`config.mk`:
```
export PLATFORM = sky130hd
export DESIGN_NAME = skl_cell
export DESIGN_NICKNAME = d
export VERILOG_FILES = /design/src/skl_pkg.sv /design/src/skl_cell.sv
export SDC_FILE = /design/constraint.sdc
export NUM_CORES = 1
export LEC_CHECK = 0
export BUFFER_PORTS_ARGS = -buffer_cell sky130_fd_sc_hd__clkbuf_2
export CAP_MARGIN = 25
export CELL_PAD_IN_SITES_DETAIL_PLACEMENT = 0
export CELL_PAD_IN_SITES_GLOBAL_PLACEMENT = 1
export CORE_UTILIZATION = 36
export CTS_CLUSTER_DIAMETER = 150
export DETAILED_ROUTE_END_ITERATION = 16
export GPL_TIMING_DRIVEN = 0
export PLACE_DENSITY_LB_ADDON = 0.1
export SLEW_MARGIN = 20
export SYNTH_ARGS = -nofsm -noshare
export SYNTH_HDL_FRONTEND = slang
export SYNTH_SLANG_ARGS = --single-unit
```
`constraint.sdc`:
```
create_clock -name clk -period 4.56 [get_ports clk]
set_input_delay 0.228 -clock clk [delete_from_list [all_inputs] [get_ports clk]]
set_output_delay 0.228 -clock clk [all_outputs]
set_load 0.03 [all_outputs]
```
`src/skl_pkg.sv`:
```
package skl_pkg;

  // Default sizes of the key store.
  localparam int DEPTH_DEF     = 64;
  localparam int KEY_WIDTH_DEF = 32;

  // Fixed widths of the transaction fields.
  localparam int REQ_W    = 2;
  localparam int KEY_IN_W = 32;
  localparam int IDX_W    = 6;
  localparam int STAT_W   = 2;
  localparam int POS_W    = 6;
  localparam int CNT_W    = 7;

  // Request codes.
  localparam logic [REQ_W-1:0] OP_INSERT = 2'd0;
  localparam logic [REQ_W-1:0] OP_GET    = 2'd1;
  localparam logic [REQ_W-1:0] OP_REMOVE = 2'd2;

  // Status codes.
  localparam logic [STAT_W-1:0] ST_OK   = 2'd0;
  localparam logic [STAT_W-1:0] ST_FULL = 2'd1;
  localparam logic [STAT_W-1:0] ST_OOB  = 2'd2;

  // Control part of the wave that walks from cell to cell.
  typedef struct packed {
    logic             act;
    logic [REQ_W-1:0] op;
    logic             placed;
    logic             carry;
    logic [IDX_W-1:0] idx;
    logic [POS_W-1:0] pos;
  } wave_t;

endpackage

```
`src/skl_cell.sv`:
```
module skl_cell #(
  parameter int KEY_WIDTH = skl_pkg::KEY_WIDTH_DEF,
  parameter int INDEX     = 0
) (
  input  logic                 clk,
  input  logic                 rst,
  input  logic                 order_mode,
  input  skl_pkg::wave_t       wave_in,
  input  logic [KEY_WIDTH-1:0] data_in,
  input  logic [KEY_WIDTH-1:0] nbr_entry,
  input  logic                 nbr_occ,
  output skl_pkg::wave_t       wave_out,
  output logic [KEY_WIDTH-1:0] data_out,
  output logic [KEY_WIDTH-1:0] entry,
  output logic                 occ
);

  localparam int PW = skl_pkg::POS_W;
  localparam logic [PW-1:0] POS_C = PW'(INDEX);

  logic [KEY_WIDTH-1:0] entry_next;
  logic                 occ_next;
  skl_pkg::wave_t       wave_next;
  logic [KEY_WIDTH-1:0] data_next;
  logic                 goes_after;

  // The new key belongs after this entry in the current order.
  assign goes_after = order_mode ? (data_in < entry) : (data_in > entry);

  always_comb begin
    entry_next = entry;
    occ_next   = occ;
    wave_next  = wave_in;
    data_next  = data_in;
    if (wave_in.act) begin
      unique case (wave_in.op)
        skl_pkg::OP_INSERT: begin
          if (!wave_in.placed) begin
            if (!occ || !goes_after) begin
              entry_next       = data_in;
              occ_next         = 1'b1;
              wave_next.placed = 1'b1;
              wave_next.carry  = occ;
              wave_next.pos    = POS_C;
              data_next        = entry;
            end
          end else if (wave_in.carry) begin
            // Shift the displaced key up by one place.
            entry_next      = data_in;
            occ_next        = 1'b1;
            wave_next.carry = occ;
            data_next       = entry;
          end
        end
        skl_pkg::OP_GET: begin
          if (INDEX == int'(wave_in.idx)) begin
            data_next = entry;
          end
        end
        skl_pkg::OP_REMOVE: begin
          // The upper neighbor is not yet touched by the wave this cycle.
          if (INDEX >= int'(wave_in.idx)) begin
            entry_next = nbr_entry;
            occ_next   = nbr_occ;
          end
        end
        default: begin
        end
      endcase
    end
  end

  always_ff @(posedge clk) begin
    if (rst) begin
      occ          <= 1'b0;
      wave_out.act <= 1'b0;
    end else begin
      occ          <= occ_next;
      wave_out.act <= wave_next.act;
    end
    entry           <= entry_next;
    data_out        <= data_next;
    wave_out.op     <= wave_next.op;
    wave_out.placed <= wave_next.placed;
    wave_out.carry  <= wave_next.carry;
    wave_out.idx    <= wave_next.idx;
    wave_out.pos    <= wave_next.pos;
  end

endmodule

```
## After elaboration in Yosys (flattened, before gate mapping)

Cells that the tools add are included.

- Bits in registers: 82
- Bits in latches: 0
- Memory bits (writable): 0
- Bits in read-only memories: 0
- Output and inout port bits: 82
- Logic and storage cells: 51
- Memories: 0

- Add/sub/neg operators: 0
- Multiply operators: 0
- Divide/modulo/power cells: 0
- Order comparisons: 3
- Equality and inequality tests: 5
- Shift-type cells: 0
- Muxes and demuxes: 27
- Bitwise gates (word level): 0
- Reductions and logical operators: 7

Operators with widths:

| kind | count |
|---|---|
| $mux 32 | 9 |
| $pmux 32 s2 | 2 |
| $gt 32x32->1 | 1 |
| $lt 32x32->1 | 1 |
| $mux 6 | 4 |
| $mux 1 | 8 |
| $ge 1x6->1 const A | 1 |
| $logic_not 6->1 | 1 |
| $mux 2 | 3 |
| $ne 3x3->1 const B | 2 |
| $reduce_and 5->1 | 1 |
| $eq 2x1->1 const B | 1 |
| $eq 2x2->1 const B | 1 |
| $logic_not 1->1 | 2 |
| $logic_not 2->1 | 1 |
| $ne 2x2->1 const B | 1 |
| $pmux 1 s2 | 1 |
| $reduce_bool 2->1 | 1 |
| $logic_or 1x1->1 | 1 |

## Depth between registers and ports, before layout

Gate-level depths: netlist (run 1).

- Depth after elaboration: 8
- Mapped depth: 11

## Least setup slack after synthesis (run 1)

No wires, ideal clock.

- Path type: register -> register
- Start: reg entry[30]
- End: reg entry[0] (enable)
- Setup time: 0.390 ns
- Data arrival time: 3.066 ns
- Slack: 1.103 ns
- Cell stages (with the launch flop): 10
- Path buffers: 1
- Cell sequence: edfxtp_1 -> inv_1 -> ha_1 -> nand4_2 -> or4_4 -> nand3b_4 -> and2_4 -> a31oi_4 -> buf_4 -> or2_1

- Longest elaborated chain between the ends: 6
- Elaborated cells between the ends (all ways): 7
- Those cells by class: order compare: 2; eq/ne: 1; mux: 1; reduce/logical: 3

RTL lines:

| element | RTL line | source |
|---|---|---|
| start: declaration | skl_cell.sv:14 | `output logic [KEY_WIDTH-1:0] entry,` |
| start signal: assignment | skl_cell.sv:81 | `entry <= entry_next;` |
| $gt 32x32->1 or $lt 32x32->1 (tied branches) | skl_cell.sv:28 | `assign goes_after = order_mode ? (data_in < entry) : (data_in > entry);` |
| $mux 1 (*) | skl_cell.sv:28 |  |
| $logic_not 1->1 (*) | skl_cell.sv:39 | `if (!occ \|\| !goes_after) begin` |
| $logic_or 1x1->1 (*) | skl_cell.sv:39 |  |
| $ne 3x3->1 (no source line) (*) | -- |  |
| $reduce_and 5->1 (no source line) (*) | -- |  |

Mark *: on every way between the ends. The rest lies on a longest branch, timed or not.
A chain may end at the register's enable or synchronous reset.

## Worst setup path after layout (run 1)

- Start: reg entry[30]
- End: reg entry[17] (enable)

Same word-level chain as after synthesis.

==> results of run 1 <==
==> stage by stage <==
step | utilization (%) | std cells
2_1_floorplan | - | 388
3_3_place_gp | 46.2 | 694
3_5_place_dp | 46.5 | 695
4_1_cts | 49.3 | 718
5_1_grt | 49.3 | 718
6_report | 49.3 | 718
==> final cells by class <==
type	count	area [um2]
inverters	35	131
clock inverters	1	6.26
plain buffers	17	83.8
clock buffers	15	230
multi-input cells	254	1810
well taps	140	175
repair buffers	174	928
flip-flops and latches	82	1960
fillers	1062	5470
==> power groups by stage <==
stage          registers [W]  clock network, W  logic [W]
6_report            0.000821          0.000590   0.000319
5_1_grt             0.000825          0.000647   0.000350
4_1_cts             0.000821          0.000611   0.000324
3_5_place_dp        0.000838                 0   0.000318
3_3_place_gp        0.000838                 0   0.000312
2_1_floorplan       0.000919                 0   0.000118
==> path summary, 6_finish.rpt <==
check | start | to | slack (ns)
setup reg to reg | entry[30] | entry[17] | 1.25
setup / recovery | entry[30] | entry[17] | 1.25
hold reg to reg | occ | occ | 0.56
hold / removal | wave_in[15] | wave_out[15] | 0.03
==> layout by cell type, fill, tap and decap left out, types with 3 or more instances in the layout <==
master           n
nand4_1          5
or2_2            3
clkbuf_1        11
inv_1           35
clkbuf_2       166
buf_2            4
mux2_2          31
o211a_1          3
nor3_1           3
nor2b_1         10
dfxtp_1         50
clkbuf_8        11
o22ai_1         32
dlygate4sd3_1    7
nand2_1         76
a21oi_1         17
o21ai_0          8
clkbuf_16        3
ha_1            32
nand3_1          8
edfxtp_1        32
==> sequential cells by signal (all words and copies together), names as in the netlist <==
signal and count:
entry 32, occ 1, data_out 32, wave_out 17
==> worst register-to-register path, stage by stage, from the launching register on <==
cell	delay (ns)
edfxtp_1	0.39
inv_1	0.06
ha_1	0.32
nand4_2	0.18
or4_4	0.61
nand3b_4	0.18
and2_4	0.20
a31oi_4	0.21
buf_4	0.21
or2_2	0.43
buf_16	0.22
==> per-layer routing <==
layer	track usage, %	share of wire, %	vias to the layer above	wire length, um
met1	23.5	44	1537	4530
met3	5.05	6.1	11	626
met2	29.7	48	99	4880
li1	-	-	1744	-
met5	0	0	-	0
met4	8.22	1.8	0	187
==> logic make-up (layout without fill, tap and decap cells) <==
group | after synthesis | count (layout)
and+or+nand+nor | 120 | 120
DFF | 82 | 82
AOI/OAI and AO/OA | 70 | 70
buffers and inverters | 52 | 242
adders and majority gates | 32 | 32
muxes | 32 | 32
==> impl_results.md, run 1 <==
* Main combinational cell family by area after synthesis: simple AND/OR/NAND/NOR gates
* DRT Pass-1 Iters at 4
* Final Hold Fails at 0
* Setup ws final at 1.25 ns
* Worst endpoint data arrival time at 3.39 ns
* Hold Slack at 0.0266 ns
* Crit path time final at around 3.3 ns
* CP cell instances: inv_1 > ha_1 > nand4_2 > or4_4 > nand3b_4 > and2_4 > a31oi_4 > buf_4 > or2_2 > buf_16
* Worst Setup Path Type: reg2reg
* H-tree level count at 3
* Layout cells sized above 1 at 40.5%
* Post-CTS Resized at 0
* Peak supply drop at 0.000172 V
* Levels on crit path at 10
* Post-synth EDFFs at 32
* Compound-cell area share of the yosys netlist at 11.4%
* RSZ-0062 raised after global routing: false
* Proportion of synthesized area in mux cells at 9.11%
* Gpl congestion at 0.728
* Sw Share at around 27%
* Peak Freq at a little over 0.3 GHz
* Syn_area_per_cell at 10.3 um2
* Place WS at 1.21 ns
* First-pass GRT wire length at 15.9 mm
* Antenna viol nets, final at 0
* Max Cap Viol at 0
* Clock power frac at 34.1%
* DRC violations left at 0
* I/O Pins at 167
* Root buf cell: clkbuf_8
* Required @ worst endpoint at 4.64 ns
* TritonCTS clock tree: yes
* Detailed Route WL at slightly above 10 mm
* Hold Crit Depth at 1
* Yosys cell types at between 40 and 50
* Starting Density at 36.9%
* Largest net degree at the start of global routing at 19
* Post-Syn Nets at 505
* Crit path max fanout at 18
* Die W at roughly 110 um
* Register bit total from synthesis at 82
* Internal at 0.00126 W
* Synth top area share at 25.1%
* Vias/cell at 4.72
* Status: finished, final reports clean
* Sequential Power Share at between 40 and 50%
* Antenna violations before repair at 0
* Simple-gate share of the synthesized area at 14.8%
* # rows at 38
* Leakage at between 2 and 3 nW
* Mapped Area at 3980 um2
* Worst path bufs/invs at 3
* Global Route Usage Sum at a little under a fifth
* Post-DP HPWL at 7.79 mm
* Grt ovf at 0
* Max stage delay cell, worst path: or4_4
* Post-Synth Adder-Cell Area at 10.1%
* Post-layout nets at 690
* Cell family with most CP delay: simple AND/OR/NAND/NOR gates
* Synth Instances at 388
* Synth area leader: dfxtp_1
* Core area at 10,800 um2
* Die height at 107 um
* Fin Setup TNS at 0 ns
* Worst reg2reg path depth at 10
* Worst-Margin Slew at 0.603 ns
* Yosys warns at 0
* Ant diodes at 0
* Slew Limit Fails at 0
* Clock Latency Late Sink at 0.37 ns
* DR WL/cell at 14.2 um
* Sequential cell area fraction in the yosys report at 49.2%
* Worst Skew at 0.00857 ns
* Die ar. at 11,500 um2
* Pwr per Cell Area at around 330 nW/um2
* # Post-CTS Setup Buffers at 0
* FFs w/ async S/R, synth at 0%
* Initial DRC count at 106
* Synth Flop Type: dfxtp_1
* DR vias at around 3,400
* Commonest cells post-synth: nand2_1 (76), dfxtp_1 (50), inv_1 (35)
* Relative slew slack at between 50% and 60%
* Post-cts hold buffer count at 7
* Post-synthesis xor/xnor area fraction at 0%
* CTS buffer count at 9
* Placed inst area at 5020 um2
* Post-route cell area at 5320 um2
* Worst-path clk slew at 0.08 ns
* Tcrit/Tclk final at between 70% and 80%
* Logic pwr share at 18.5%
* Vias in the first global route at 3,209
* Area growth syn-to-layout at 33.6%
* Crit path launch type: register
* CP peak stage delay at 0.61 ns
* IO buf count at 166
* Largest cells by area after synthesis: dfxtp_1 (25%), edfxtp_1 (24%), ha_1 (10%), mux2_2 (8.8%), nand2_1 (7.2%)
* Count leader, synth: nand2_1
* Final Power at 0.00173 W
* Setup crit end kind: register
* Final setup viols at 0
* Hold WC Path Type: in2reg
* Clk sinks at 82
* Longest Clk Path Bufs at 2
* Net load switching power at 0.000472 W
No activity file was read; power rests on OpenSTA's default activity.
==> run 2, diff against run 1 <==
- ABC_AREA: default -> 1
- CORE_UTILIZATION: 36 -> 32
- clock period: 4.56 -> 2.9 ns (I/O delays scaled with it)
==> run 2 against run 1 <==
  * Register-to-register slack worse by 0.98 ns
  * Clock power up 110%
  * Total power up 91%
  * Via count up 77%
  * Final cell count up 75%
  * Synthesized area up 38%
  * Die area up 54%
  * Largest power group unchanged
  * Highest routed layer unchanged
==> impl_results.md, run 2 <==
* Status: finished, final reports clean
* Commonest non-fill, non-tap cells in the layout: nand2_1 (349), clkbuf_2 (163), a21oi_1 (55)
* Most used cell, CP: nand2_1
* Die height at 133 um (+24%)
* Max stage delay cell, worst path: edfxtp_1
* Synth area leader: nand2_1
* TritonCTS clock tree: yes
* First-pass GRT wire length at 31.8 mm (+100%)
* CTS buffer count at 9 (unchanged)
* Die ar. at 17,700 um2 (+54%)
* Cell family with most CP delay: simple AND/OR/NAND/NOR gates
* Sequential cell area fraction in the yosys report at 35.6% (-14 points)
* Commonest non-fill, non-tap cell in the layout: nand2_1
* Antenna violations before repair at 0 (unchanged)
* Post-synth EDFFs at 32 (unchanged)
* Worst endpoint data arrival time at 2.71 ns (-0.68 ns)
* I/O Pins at 167 (unchanged)
* Yosys warns at 0 (unchanged)
* Clk sinks at 82 (unchanged)
* CP peak stage delay at 0.44 ns (-0.17 ns)
* Synth top area share at 23.8% (-1.3 points)
* Slew Limit Fails at 0 (unchanged)
* Final Power at 0.00331 W (+91%)
* Worst reg2reg path depth at 14 (+4)
* Area growth syn-to-layout at 29.6%
* Worst-path clk slew at 0.07 ns (about the same)
* Largest cells by area after synthesis: nand2_1 (24%), dfxtp_1 (18%), edfxtp_1 (17%), ha_1 (7.3%), a21oi_1 (5.1%)
* Post-layout nets at 1,145 (+66%)
* Fin Setup TNS at 0 ns (unchanged)
* Min-delay src: nbr_entry[27]
* Grt ovf at 0 (unchanged)
* Synth Flop Type: dfxtp_1
* Worst path bufs/invs at 2 (-1)
* CP cell instances: inv_1 > ha_1 > a21oi_1 > nor2_1 > nor2_1 > nand2_1 > nand2_1 > nand2_1 > nand2_1 > nand3_2 > nand4_1 > nand2_1 > a21oi_4 > buf_4
* Initial DRC count at 299 (+180%)
* Fin cells at 1,253 (+75%)
* Pwr per Cell Area at 464 nW/um2 (+43%)
* Final design utilization at 42.7% (-6.6 points)
* Critical Path Start: entry[5]
* Place WS at 0.0482 ns (-1.16 ns)
* Vias in the first global route at 5,858 (+83%)
* Synth Instances at 835 (+120%)
* Ant diodes at 0 (unchanged)
* Post-CTS Resized at 0 (unchanged)
* Commonest cells post-synth: nand2_1 (349), a21oi_1 (56), nor2_1 (54)
* DR WL/cell at 15.7 um (+10%)
* RSZ-0062 raised after global routing: false
* RR Endpoint: entry[24]
* Biggest regs: data_out (32), entry (32), wave_out (17)
* Gpl congestion at 0.816 (+12%)
* DRC violations left at 0 (unchanged)
* IO buf count at 163 (-1.8%)
* Post-DP HPWL at 14.0 mm (+80%)
* Count leader, synth: nand2_1
* Crit path max fanout at 8 (-10)
* Setup ws final at 0.264 ns (-0.985 ns)
* Max Cap Viol at 0 (unchanged)
* Syn_area_per_cell at 6.59 um2 (-36%)
* Final Hold Fails at 0 (unchanged)
* Global Route Usage Sum at 23.2% (+4.6 points)
* Crit path launch type: register
* Worst Skew at 0.00773 ns (-0.000838 ns)
* Tcrit/Tclk final at 90.9% (+18 points)
* Final setup viols at 0 (unchanged)
* Register bit total from synthesis at 82 (unchanged)
* Register area at 1960 um2 (unchanged)
* Hold WC Path Type: in2reg
* # rows at 47 (+24%)
* Cells after DPL at 1,220 (+76%)
* Peak Freq at 0.379 GHz (+26%)
* Setup crit end kind: register
* Largest net degree at the start of global routing at 17 (-2)
* H-tree level count at 3 (unchanged)
* Area of the multi-input gates at 3110 um2 (+72%)
* Longest Clk Path Bufs at 2 (unchanged)
* DRT Pass-1 Iters at 5 (+1)
* Reg2reg start: entry[5]
* Worst Setup Path Type: reg2reg
* Clock Latency Late Sink at 0.36 ns (about the same)
* Worst-Margin Slew at 0.738 ns (+0.134 ns)
* FFs w/ async S/R, synth at 0% (unchanged)
* Detailed Route WL at 19.7 mm (+93%)
* Post-Syn Nets at 952 (+89%)
* Yosys cell types at 25 (-43%)
* Layout cells sized above 1 at 19.8% (-21 points)
* DR vias at 6,018 (+77%)
* Hold Crit Depth at 3 (+2)
* Vias/cell at 4.80 (+1.7%)
* Relative slew slack at 50.6% (-9.1 points)
* Core area at 16,700 um2 (+55%)
* Required @ worst endpoint at 2.97 ns (-1.67 ns)
* Antenna viol nets, final at 0 (unchanged)
* Mapped Area at 5500 um2 (+38%)
* Fill cells at 1,889 (+78%)
* Crit path time final at 2.64 ns (-0.675 ns)
* Leakage at 3.63 nW (+40%)
* Die W at 133 um (+24%)
* Worst R2R Setup Slack at 0.26 ns (-0.98 ns)
* Peak supply drop at 0.000285 V (+66%)
* Root buf cell: clkbuf_16
* Starting Density at 33.0% (-4.0 points)
* Hold path endpoint: entry[27]
## run 2: cell types whose count changed after synthesis, moves of 23 or more
cell | before | now
a21oi_1 | 17 | 56
clkbuf_1 | 10 | 33
mux2_2 | 31 | 0
nand2_1 | 76 | 349
nand3_1 | 8 | 36
nand4_1 | 5 | 35
nor2_1 | 2 | 54
o211ai_1 | 1 | 26
o21ai_0 | 8 | 47
o22ai_1 | 32 | 0
## run 2: cell families after synthesis
logic type	synth area share, %
and+or+nand+nor	35.3
DFF	35.6
AOI/OAI and AO/OA	13.5
buffers and inverters	8.07
muxes	0.182
adders and majority gates	7.27
## run 2: worst max-delay path by stage
stage / to / slack (ns) / depth (start not counted)
after floorplan: entry[0] / 0.16 / 13
after global placement: entry[12] / -0.42 / 13
after detailed placement: entry[11] / 0.05 / 14
after CTS: entry[11] / 0.02 / 14
after global routing: entry[24] / 0.07 / 14
final: entry[24] / 0.26 / 14
## run 2: area by class of cell
cell class | count | share of cell area (%)
Clock buffer | 11 | 3.86
Multi-Input combinational cell | 643 | 43.6
Timing Repair Buffer | 182 | 14.3
Clock inverter | 5 | 0.649
Buffer | 51 | 3.12
Inverter | 59 | 3.10
Sequential cell | 82 | 27.5
Tap cell | 220 | 3.86
## run 2: tightest hold or removal path: cells and delay by family
kind	cells	cell delay [ns]
AND/OR/NAND/NOR	2	0.09
buffers and inverters	1	0.08
## run 2: repair_timing
item / 4_1_cts / 5_1_grt
setup buffers: 0 / 2
hold buffers: 15 / 0
endpoints found under the setup margin: 0 / 25
endpoints found under the hold margin: 15 / 0
## run 2: power by group
group          switching [W]  total, W  internal [W]  leakage [nW]
Sequential         0.0000260   0.00130       0.00127         0.716
Clock               0.000557   0.00126      0.000703         0.159
Combinational       0.000511  0.000752      0.000241          2.76
Total                0.00109   0.00331       0.00222          3.63
## run 2: routing by layer
| metal | track usage, % | up-vias | wire length, um |
|---|---|---|---|
| li1 | - | 3126 | - |
| met1 | 31.1 | 2721 | 9310 |
| met2 | 38.8 | 159 | 9290 |
| met3 | 3.84 | 12 | 892 |
| met4 | 6.25 | 0 | 206 |
| met5 | 0 | - | 0 |
## run 2: through the flow
stage                     hold slack (ns)  cell area, um2
after floorplan                     0.173            5520
after CTS                          0.0462            7120
after global routing               0.0551            7140
after detailed placement            0.268            6650
final                              0.0549            7140
after global placement              0.270            6610
==> run 3, diff against run 2 <==
- CORE_UTILIZATION: 32 -> 39
- clock period: 2.9 -> 3.1 ns (I/O delays scaled with it)
==> run 3 against run 2 <==
  * Hold slack better by 0.012 ns
  * Total power is 7.3% lower
  * Die area is 18% lower
  * Fmax is 4.4% lower
  * Register-to-register slack better by 0.08 ns
  * Wire length is 5.3% lower
  * Sequential cell count stayed put
  * First-iteration DRC count is 38% higher
  * Global-route usage is 2.8 points higher
  * Sequential power is 7% lower
  * Critical path type unchanged
  * Largest cell class unchanged
==> impl_results.md, run 3 (synthesis gave the netlist of run 2 again) <==
* Setup crit end kind: register
* Final design utilization at 51.2% (+8.5 points)
* IO buf count at 163 (unchanged)
* Die W at 121 um (-9.3%)
* DR vias at 6,142 (+2.1%)
* First-pass GRT wire length at 29.2 mm (-8.3%)
* Max Cap Viol at 0 (unchanged)
* Die ar. at 14,600 um2 (-18%)
* Area growth syn-to-layout at 28.7%
* Biggest regs: data_out (32), entry (32), wave_out (17)
* Root buf cell: clkbuf_16
* Vias/cell at 5.06 (+5.4%)
* Status: finished, final reports clean
* Worst-path clk slew at 0.07 ns (about the same)
* Register area at 1960 um2 (unchanged)
* Fin Setup TNS at 0 ns (unchanged)
* Gpl congestion at 0.825 (+1.1%)
* Slew Limit Fails at 0 (unchanged)
* Hold Slack at 0.0666 ns (+0.0117 ns)
* I/O Pins at 167 (unchanged)
* Peak Freq at 0.363 GHz (-4.4%)
* Ant diodes at 0 (unchanged)
* TritonCTS clock tree: yes
* Worst Skew at 0.00682 ns (-0.000913 ns)
* Placed inst area at 6600 um2 (-0.75%)
* Initial DRC count at 412 (+38%)
* Global Route Usage Sum at 26.1% (+2.8 points)
* Crit path launch type: register
* DRC violations left at 0 (unchanged)
* Leakage at 3.63 nW (about the same)
* Commonest non-fill, non-tap cell in the layout: nand2_1
* Largest net degree at the start of global routing at 17 (unchanged)
* Post-route cell area at 7080 um2 (-0.74%)
* CTS buffer count at 9 (unchanged)
* Longest Clk Path Bufs at 2 (unchanged)
* Fill cells at 1,457 (-23%)
* DR WL/cell at 15.4 um (-2.2%)
* Core area at 13,800 um2 (-17%)
* Area of the multi-input gates at 3110 um2 (unchanged)
* Post-DP HPWL at 12.9 mm (-8.0%)
* Post-CTS Resized at 0 (unchanged)
* Final setup viols at 0 (unchanged)
* # rows at 43 (-8.5%)
* Net load switching power at 0.000998 W (-8.8%)
* Clk sinks at 82 (unchanged)
* Worst Setup Path Type: reg2reg
* Detailed Route WL at 18.7 mm (-5.3%)
* Starting Density at 39.8% (+6.9 points)
* Crit path time final at 2.76 ns (+0.122 ns)
* Hold WC Path Type: in2reg
* RSZ-0062 raised after global routing: false
* Required @ worst endpoint at 3.17 ns (+0.20 ns)
* Tcrit/Tclk final at 88.9% (-1.9 points)
* Clock Latency Late Sink at 0.36 ns (about the same)
* Antenna viol nets, final at 0 (unchanged)
* Pwr per Cell Area at 433 nW/um2 (-6.6%)
* Logic pwr share at 22.9% (+0.2 points)
* Die height at 121 um (-9.3%)
* Crit path max fanout at 15 (+7)
* Post-layout nets at 1,145 (unchanged)
* Worst-Margin Slew at 0.775 ns (+0.0373 ns)
* Clock power frac at 37.6% (-0.5 points)
* Vias in the first global route at 5,539 (-5.4%)
* Sequential Power Share at 39.5% (+0.3 points)
* DRT Pass-1 Iters at 5 (unchanged)
* Worst endpoint data arrival time at 2.82 ns (+0.11 ns)
* Peak supply drop at 0.000330 V (+15%)
* Grt ovf at 0 (unchanged)
* Antenna violations before repair at 0 (unchanged)
* H-tree level count at 3 (unchanged)
* Final Hold Fails at 0 (unchanged)
* Commonest non-fill, non-tap cells in the layout: nand2_1 (349), clkbuf_2 (163), a21oi_1 (55)
* Sw Share at 32.5% (-0.53 points)
* Relative slew slack at 48.1% (-2.5 points)
* Layout cells sized above 1 at 19.8% (unchanged)
* Internal at 0.00207 W (-6.5%)
run 3: cell types whose count changed in the layout (fill, tap and decap cells not counted), sizes merged:
cell    change
clkinv      -1
inv         +1
run 3: power by group through the flow:
stage	clock, W	sequential, W	combinational, W
6_report	0.00115	0.00121	0.000702
5_1_grt	0.00122	0.00122	0.000776
4_1_cts	0.00118	0.00121	0.000700
3_5_place_dp	0	0.00124	0.000682
3_3_place_gp	0	0.00124	0.000677
2_1_floorplan	0	0.00136	0.000303
run 3: worst max-delay path, stage by stage, from the launching register on:
cell	delay (ns)
edfxtp_1	0.45
inv_1	0.13
ha_1	0.24
a21oi_1	0.16
nor2_1	0.06
nor2_1	0.08
nand2_1	0.07
nand2_1	0.05
nand2_1	0.07
nand2_1	0.10
nand3_2	0.19
nand4_1	0.15
nand2_1	0.12
a21oi_4	0.21
buf_8	0.20
buf_16	0.17
run 3: stage by stage:
step / setup WS, ns / instances / total power (W)
6_report: 0.343 / 1213 / 0.00307
5_1_grt: 0.123 / 1213 / 0.00321
4_1_cts: 0.177 / 1211 / 0.00309
3_5_place_dp: 0.190 / 1180 / 0.00192
3_3_place_gp: -0.196 / 1178 / 0.00191
2_1_floorplan: 0.360 / 835 / 0.00167
run 3: layout make-up:
type | instances | share of cell area (%)
plain buffers | 51 | 3.14
clock buffers | 11 | 3.89
clock inverters | 5 | 0.618
inverters | 59 | 3.13
multi-input cells | 643 | 43.9
flip-flops and latches | 82 | 27.7
well taps | 180 | 3.18
repair buffers | 182 | 14.4
run 3: repair_timing:
action / in CTS / in global routing
setup buffers: 0 / 2
endpoints found under the hold margin: 15 / 0
endpoints found under the setup margin: 0 / 15
hold buffers: 15 / 0
run 3: per-layer routing:
layer | wire length (um) | GRT usage [%] | vias up | part of all wire [%]
met3 | 1160 | 5.00 | 13 | 6.2
met5 | 0 | 0 | - | 0
met1 | 8470 | 34.6 | 2777 | 45
li1 | - | - | 3130 | -
met4 | 212 | 7.18 | 0 | 1.1
met2 | 8820 | 43.1 | 222 | 47
run 3: final timing paths:
path                      start     endpoint  slack (ns)  cells after the start
setup / recovery       entry[5]    entry[20]        0.34                     15
hold / removal    nbr_entry[14]    entry[14]        0.07                      3
setup reg to reg       entry[5]    entry[20]        0.34                     15
hold reg to reg        entry[3]  data_out[3]        0.68                      4
